[config.mk]
export PLATFORM = sky130hd
export DESIGN_NAME = c_escape_string_decoder
export DESIGN_NICKNAME = d
export VERILOG_FILES = /design/src/hdl/cesd_pkg.sv /design/src/hdl/c_escape_string_decoder.sv /design/src/hdl/cesd_decode.sv
export SDC_FILE = /design/constraint.sdc
export NUM_CORES = 1
export LEC_CHECK = 0
export ABC_CLOCK_PERIOD_IN_PS = 3640
export BUFFER_PORTS_ARGS = -buffer_cell sky130_fd_sc_hd__buf_2
export CAP_MARGIN = 20
export CORE_AREA = 3 3 135 98
export CTS_BUF_LIST = sky130_fd_sc_hd__clkbuf_4
export DETAILED_ROUTE_END_ITERATION = 8
export DIE_AREA = 0 0 138 101
export PLACE_DENSITY = 0.54
export SYNTH_ARGS = -nofsm -noshare
export SYNTH_HDL_FRONTEND = slang
export SYNTH_HIERARCHICAL = 1
export SYNTH_SLANG_ARGS = --single-unit
[constraint.sdc]
create_clock -name i_clk -period 3.64 [get_ports i_clk]
set_clock_uncertainty 0.1 [all_clocks]
set_input_delay 0.546 -clock i_clk [delete_from_list [all_inputs] [get_ports i_clk]]
set_output_delay 0.546 -clock i_clk [all_outputs]
set_load 0.03 [all_outputs]
[src/hdl/cesd_pkg.sv]
// Shared types, character codes and hex helper for the C string escape decoder.
package cesd_pkg;

    localparam logic [7:0] C_BSLASH = 8'h5C;
    localparam logic [7:0] C_X      = 8'h78;
    localparam logic [7:0] C_ZERO   = 8'h30;
    localparam logic [7:0] C_N      = 8'h6E;
    localparam logic [7:0] C_R      = 8'h72;
    localparam logic [7:0] C_F      = 8'h66;
    localparam logic [7:0] C_V      = 8'h76;
    localparam logic [7:0] C_B      = 8'h62;
    localparam logic [7:0] C_T      = 8'h74;
    localparam logic [7:0] C_SQUOTE = 8'h27;
    localparam logic [7:0] C_DQUOTE = 8'h22;
    localparam logic [7:0] C_NUL    = 8'h00;

    localparam logic [7:0] C_LF = 8'h0A;
    localparam logic [7:0] C_CR = 8'h0D;
    localparam logic [7:0] C_FF = 8'h0C;
    localparam logic [7:0] C_VT = 8'h0B;
    localparam logic [7:0] C_BS = 8'h08;
    localparam logic [7:0] C_HT = 8'h09;

    localparam int unsigned GROUP_MAX = 4;

    typedef enum logic [1:0] {
        MODE_PLAIN = 2'd0,
        MODE_ESC   = 2'd1,
        MODE_HEX1  = 2'd2,
        MODE_HEX2  = 2'd3
    } t_mode;

    // Bytes produced by one input item, in output order.
    typedef struct packed {
        logic [GROUP_MAX-1:0][7:0] data;
        logic [GROUP_MAX-1:0]      last;
        logic [2:0]                cnt;
    } t_group;

    // {valid, nibble}
    function automatic logic [4:0] hex_value(input logic [7:0] c);
        logic [4:0] r;
        r = 5'd0;
        if (c >= 8'h30 && c <= 8'h39) begin
            r = {1'b1, 4'(c - 8'h30)};
        end else if (c >= 8'h61 && c <= 8'h66) begin
            r = {1'b1, 4'(c - 8'h57)};
        end else if (c >= 8'h41 && c <= 8'h46) begin
            r = {1'b1, 4'(c - 8'h37)};
        end
        return r;
    endfunction

endpackage

[src/hdl/c_escape_string_decoder.sv]
// Top level: streaming C string escape decoder with a four-byte output buffer.
// An item's first decoded byte is on m_tdata in the cycle after the item is accepted.
// Throughput: one item per cycle while each item yields at most one byte and m_tready
//   is high; an item that yields more bytes holds s_tready low while the buffer drains.
// A no-byte item (backslash, 'x', first hex digit) is taken every cycle once drained.
// Reset (i_rst_n low, synchronous) returns to plain text mode and empties the buffer.
module c_escape_string_decoder (
    input  logic       i_clk,
    input  logic       i_rst_n,
    input  logic       s_tvalid,
    output logic       s_tready,
    input  logic [7:0] s_tdata,   // [7:0] in_byte
    input  logic       s_tlast,   // end_of_string
    output logic       m_tvalid,
    input  logic       m_tready,
    output logic [7:0] m_tdata,   // [7:0] out_byte
    output logic       m_tlast    // last
);

    cesd_pkg::t_mode  r_mode;
    cesd_pkg::t_mode  n_mode;
    logic [7:0]       r_held;
    logic [7:0]       n_held;
    logic             held_we;
    cesd_pkg::t_group dec_group;
    cesd_pkg::t_group r_grp;

    logic in_acc;
    logic out_pop;

    // Escape decode of the incoming byte against the current mode.
    cesd_decode u_decode (
        .i_mode    (r_mode),
        .i_held    (r_held),
        .i_byte    (s_tdata),
        .i_end     (s_tlast),
        .o_mode    (n_mode),
        .o_held    (n_held),
        .o_held_we (held_we),
        .o_group   (dec_group)
    );

    // Output buffer: entry 0 is on the bus; it shifts down on each pop.
    assign m_tvalid = (r_grp.cnt != 3'd0);
    assign m_tdata  = r_grp.data[0];
    assign m_tlast  = r_grp.last[0];
    assign out_pop  = m_tvalid && m_tready;

    // Take a new item once the buffer is empty or its last byte leaves now.
    assign s_tready = (r_grp.cnt == 3'd0) || ((r_grp.cnt == 3'd1) && m_tready);
    assign in_acc   = s_tvalid && s_tready;

    always_ff @(posedge i_clk) begin
        if (!i_rst_n) begin
            r_mode    <= cesd_pkg::MODE_PLAIN;
            r_grp.cnt <= 3'd0;
        end else begin
            if (in_acc) begin
                r_mode <= n_mode;
                r_grp  <= dec_group;
            end else if (out_pop) begin
                r_grp.data <= {8'h00, r_grp.data[cesd_pkg::GROUP_MAX-1:1]};
                r_grp.last <= {1'b0, r_grp.last[cesd_pkg::GROUP_MAX-1:1]};
                r_grp.cnt  <= r_grp.cnt - 3'd1;
            end
        end
    end

    // Held first hex digit; payload only.
    always_ff @(posedge i_clk) begin
        if (in_acc && held_we) begin
            r_held <= n_held;
        end
    end

endmodule

[src/hdl/cesd_decode.sv]
// Combinational escape decode of one input item into a group of output bytes.
module cesd_decode (
    input  cesd_pkg::t_mode  i_mode,
    input  logic [7:0]       i_held,
    input  logic [7:0]       i_byte,
    input  logic             i_end,
    output cesd_pkg::t_mode  o_mode,
    output logic [7:0]       o_held,
    output logic             o_held_we,
    output cesd_pkg::t_group o_group
);

    logic       is_end;
    logic [4:0] hv_hi;
    logic [4:0] hv_lo;
    logic [7:0] hex_byte;

    assign is_end   = i_end || (i_byte == cesd_pkg::C_NUL);
    assign hv_hi    = cesd_pkg::hex_value(i_held);
    assign hv_lo    = cesd_pkg::hex_value(i_byte);
    assign hex_byte = {hv_hi[3:0], hv_lo[3:0]};
    assign o_held   = i_byte;

    always_comb begin
        o_group   = '0;
        o_mode    = i_mode;
        o_held_we = 1'b0;
        if (is_end) begin
            o_mode = cesd_pkg::MODE_PLAIN;
            unique case (i_mode)
                cesd_pkg::MODE_ESC: begin
                    o_group.data[0] = cesd_pkg::C_BSLASH;
                    o_group.data[1] = cesd_pkg::C_NUL;
                    o_group.last[1] = 1'b1;
                    o_group.cnt     = 3'd2;
                end
                cesd_pkg::MODE_HEX1: begin
                    o_group.data[0] = cesd_pkg::C_BSLASH;
                    o_group.data[1] = cesd_pkg::C_X;
                    o_group.data[2] = cesd_pkg::C_NUL;
                    o_group.last[2] = 1'b1;
                    o_group.cnt     = 3'd3;
                end
                cesd_pkg::MODE_HEX2: begin
                    o_group.data[0] = cesd_pkg::C_BSLASH;
                    o_group.data[1] = cesd_pkg::C_X;
                    o_group.data[2] = i_held;
                    o_group.data[3] = cesd_pkg::C_NUL;
                    o_group.last[3] = 1'b1;
                    o_group.cnt     = 3'd4;
                end
                default: begin
                    o_group.data[0] = cesd_pkg::C_NUL;
                    o_group.last[0] = 1'b1;
                    o_group.cnt     = 3'd1;
                end
            endcase
        end else begin
            unique case (i_mode)
                cesd_pkg::MODE_PLAIN: begin
                    if (i_byte == cesd_pkg::C_BSLASH) begin
                        o_mode = cesd_pkg::MODE_ESC;
                    end else begin
                        o_group.data[0] = i_byte;
                        o_group.cnt     = 3'd1;
                    end
                end
                cesd_pkg::MODE_ESC: begin
                    o_mode      = cesd_pkg::MODE_PLAIN;
                    o_group.cnt = 3'd1;
                    unique case (i_byte)
                        cesd_pkg::C_N:      o_group.data[0] = cesd_pkg::C_LF;
                        cesd_pkg::C_R:      o_group.data[0] = cesd_pkg::C_CR;
                        cesd_pkg::C_F:      o_group.data[0] = cesd_pkg::C_FF;
                        cesd_pkg::C_V:      o_group.data[0] = cesd_pkg::C_VT;
                        cesd_pkg::C_B:      o_group.data[0] = cesd_pkg::C_BS;
                        cesd_pkg::C_T:      o_group.data[0] = cesd_pkg::C_HT;
                        cesd_pkg::C_BSLASH: o_group.data[0] = cesd_pkg::C_BSLASH;
                        cesd_pkg::C_SQUOTE: o_group.data[0] = cesd_pkg::C_SQUOTE;
                        cesd_pkg::C_DQUOTE: o_group.data[0] = cesd_pkg::C_DQUOTE;
                        cesd_pkg::C_X: begin
                            o_mode      = cesd_pkg::MODE_HEX1;
                            o_group.cnt = 3'd0;
                        end
                        default: begin
                            o_group.data[0] = cesd_pkg::C_BSLASH;
                            o_group.data[1] = i_byte;
                            o_group.cnt     = 3'd2;
                        end
                    endcase
                end
                cesd_pkg::MODE_HEX1: begin
                    o_held_we = 1'b1;
                    o_mode    = cesd_pkg::MODE_HEX2;
                end
                default: begin
                    o_mode = cesd_pkg::MODE_PLAIN;
                    if (!hv_hi[4] || !hv_lo[4]) begin
                        // bad hex: everything raw
                        o_group.data[0] = cesd_pkg::C_BSLASH;
                        o_group.data[1] = cesd_pkg::C_X;
                        o_group.data[2] = i_held;
                        o_group.data[3] = i_byte;
                        o_group.cnt     = 3'd4;
                    end else if (hex_byte == cesd_pkg::C_NUL) begin
                        // a zero value must not terminate the string
                        o_group.data[0] = cesd_pkg::C_BSLASH;
                        o_group.data[1] = cesd_pkg::C_ZERO;
                        o_group.cnt     = 3'd2;
                    end else begin
                        o_group.data[0] = hex_byte;
                        o_group.cnt     = 3'd1;
                    end
                end
            endcase
        end
    end

endmodule

==> results_dict.tcl <==
set metrics [dict create \
    internal_power_mw 1.14 \
    drv_slew 0 \
    gp_congestion 0.948 \
    startpoint_type "flop" \
    setup_viol 0 \
    ant_nets 0 \
    io_pins 24 \
    fmax_mhz 324 \
    synth_area_leaders "edfxtp_1, mux2_2, ha_1" \
    cts_sinks 49 \
    tightest_slew_ns 1.03 \
    portBuffers 23 \
    syn_area_per_cell_um2 10.3 \
    ir_drop_mv 0.170 \
    rows 34 \
    synth_top_cell_area_share_pct 36.8 \
    hold_path_depth 3 \
    ys_seq_area_share_pct 39.6 \
    slew_headroom_pct 31.3 \
    cp.arrival_ns 3.25 \
    yosysMostFrequentCell "edfxtp_1" \
    drc 0 \
    period_share_pct 84.8 \
    wl_per_cell_um 17.8 \
    r2r_cells 9 \
    async_flop_share_pct 0 \
    finalSetupTns_ns 0 \
    die_x_um 138 \
    synthFlopType "edfxtp_1" \
    wirelength_um 9150 \
    report.power.total_mw 1.85 \
    seq_area_um2 1420 \
    cp-end-kind "flop" \
    grt_pass1_vias 2479 \
    grt_usage_pct 13.1 \
    max-cap-violations 0 \
    pwr-share-clk_pct 15.3 \
    cts_buffer_depth 2 \
    powerDensity_nw_per_um2 488 \
    finalHoldViolCount 0 \
    synth_edf_count 44 \
    ys_types 68 \
    yosysWarnings 6 \
    grt_max_degree 37 \
    synth_nets 378 \
    p_seq_share_pct 44.8 \
    leakage_nw 1.44 \
    grt_pass1_wl_um 14400 \
    required_ns 3.80 \
    dr.pass1.iters 6 \
    diodes 0 \
    fillers 1269 \
    post_cts_buffers 0 \
    hp-class "in -> reg" \
    synth-compound-area-share_pct 14.1 \
    dp.final_hpwl_um 6490 \
    synth-xor-area-share_pct 0.731 \
    drtIter0Drc 388 \
    synth_simple_gate_area_share_pct 22.4 \
    syn_inst 350 \
    drive_gt1_share_pct 23.4 \
    cts-root-buf "clkbuf_4" \
    dieHeight_um 101 \
    netlist_top_cells_count "edfxtp_1, mux2_2, and2_1, a21oi_1, nor2_1" \
    area_growth_pct 5.36 \
    synthAdderAreaFrac_pct 5.22 \
    cts_tree "yes" \
    holdWs_ns 0.319 \
    grt_antenna_before_repair 0 \
    vias 2734 \
    final_nets 378 \
    multi_input_area_um2 1900 \
    cts_hold_buf 0 \
    clk_latency_ns 0.37 \
    grt_overflow 0 \
    via_per_inst 5.33 \
    ys_ff_latch 49 \
    coreArea_um2 12200 \
    fin_crit_ns 3.09 \
    combPwrFrac_pct 40.0 \
    clk_pin_slew_worst_paths_ns 0.16 \
    swShare_pct 38.1 \
    power.switching_uw 704 \
    synth_top_cell_by_area "edfxtp_1" \
    synth.area.mux_share_pct 10.2 \
    critPathKind "reg -> reg" \
    synth_top_family_by_area "simple AND/OR/NAND/NOR gates" \
    h-tree-depth 2 \
    grt_setup_unrepaired "no" \
    cts-resized-gates 0 \
    status "finished clean" \
    initial_core_util_pct 29.5 \
    syn_area_um2 3590 \
    die_area_um2 13900 \
    cts-buffers-inserted 5 \
    crit_fanout 9 \
]
[cell type report]
cell class              count  share of cell area [%]
clock inverters             3                   0.694
clock buffers               5                   0.992
repair buffers             26                    3.64
inverters                  16                    1.59
well taps                 162                    5.36
flip-flops and latches     49                    37.6
multi-input cells         252                    50.2
[cell families (layout without fill, tap and decap cells)]
family | after synthesis | after routing
flip-flops | 49 | 49
XOR/XNOR | 3 | 3
AND/OR/NAND/NOR | 130 | 130
adder cells (fa/ha/maj) | 15 | 15
buffers and inverters | 49 | 50
AO/OA/AOI/OAI | 72 | 72
multiplexers | 32 | 32
[worst max-delay path, cell delays in order, from the launching register on]
cell and delay [ns]:
edfxtp_1 0.55, inv_1 0.13, ha_1 0.20, or3b_4 0.41
and3_4 0.19, a211o_1 0.29, nor4_4 0.42, nor3_1 0.10
a211oi_1 0.36, mux2_2 0.23
[layer usage]
layer	vias up	track usage, %	part of all wire (%)	routed length, µm
met5	-	0	0	0
met4	0	3.26	0.80	73
met3	6	2.23	5.4	495
met2	107	17.2	39	3600
met1	1335	21.4	54	4980
li1	1286	-	-	-
[registers in the layout, indices dropped and copies added (netlist names)]
register,count
m_tlast,1
r_grp,30
r_mode,2
r_held,8
m_tdata,8
[cells in the final DEF, fill, tap and decap left out, types with 3 or more instances in the layout]
cell	count
a32oi_1	4
nor4_1	3
a211oi_1	5
inv_1	16
ha_1	15
edfxtp_1	44
nor2_1	18
clkbuf_4	5
a211o_1	3
nand2_1	18
a21o_1	5
nand4_1	4
buf_4	3
mux2_2	29
nor2b_1	4
nand2b_1	3
a21oi_1	21
o21ai_0	8
dfxtp_1	5
nand3_1	10
nor3b_1	3
and2_1	22
xor2_1	3
nor3_1	10
and3_1	14
buf_2	23
[through the flow]
step / area, µm² / setup WS, ns / util, % / cells
2_1_floorplan: 3590 / 0.407 / - / 350
3_5_place_dp: 3720 / 0.397 / 30.6 / 505
3_3_place_gp: 3720 / 0.429 / 30.6 / 505
5_1_grt: 3780 / 0.380 / 31.1 / 513
4_1_cts: 3780 / 0.588 / 31.1 / 513
6_report: 3780 / 0.553 / 31.1 / 513
[power by group through the flow]
stage	Combinational, mW	Sequential, mW	Clock [mW]
detailed placement	0.739	0.840	0
finish	0.738	0.827	0.282
global placement	0.723	0.840	0
global route	0.803	0.838	0.310
floorplan	0.615	0.836	0
CTS	0.743	0.827	0.287
[worst paths after layout]
kind / startpoint / to / slack [ns]
hold / removal: i_rst_n / r_grp[2]$_SDFFE_PN0P_ / 0.32
setup / recovery: r_held[0]$_DFFE_PP_ / m_tdata[4]$_DFFE_PP_ / 0.55
setup reg to reg: r_held[0]$_DFFE_PP_ / m_tdata[4]$_DFFE_PP_ / 0.55
hold reg to reg: r_grp[4]$_DFFE_PP_ / m_tlast$_DFFE_PP_ / 0.46
(Power assumes the default switching activity.)
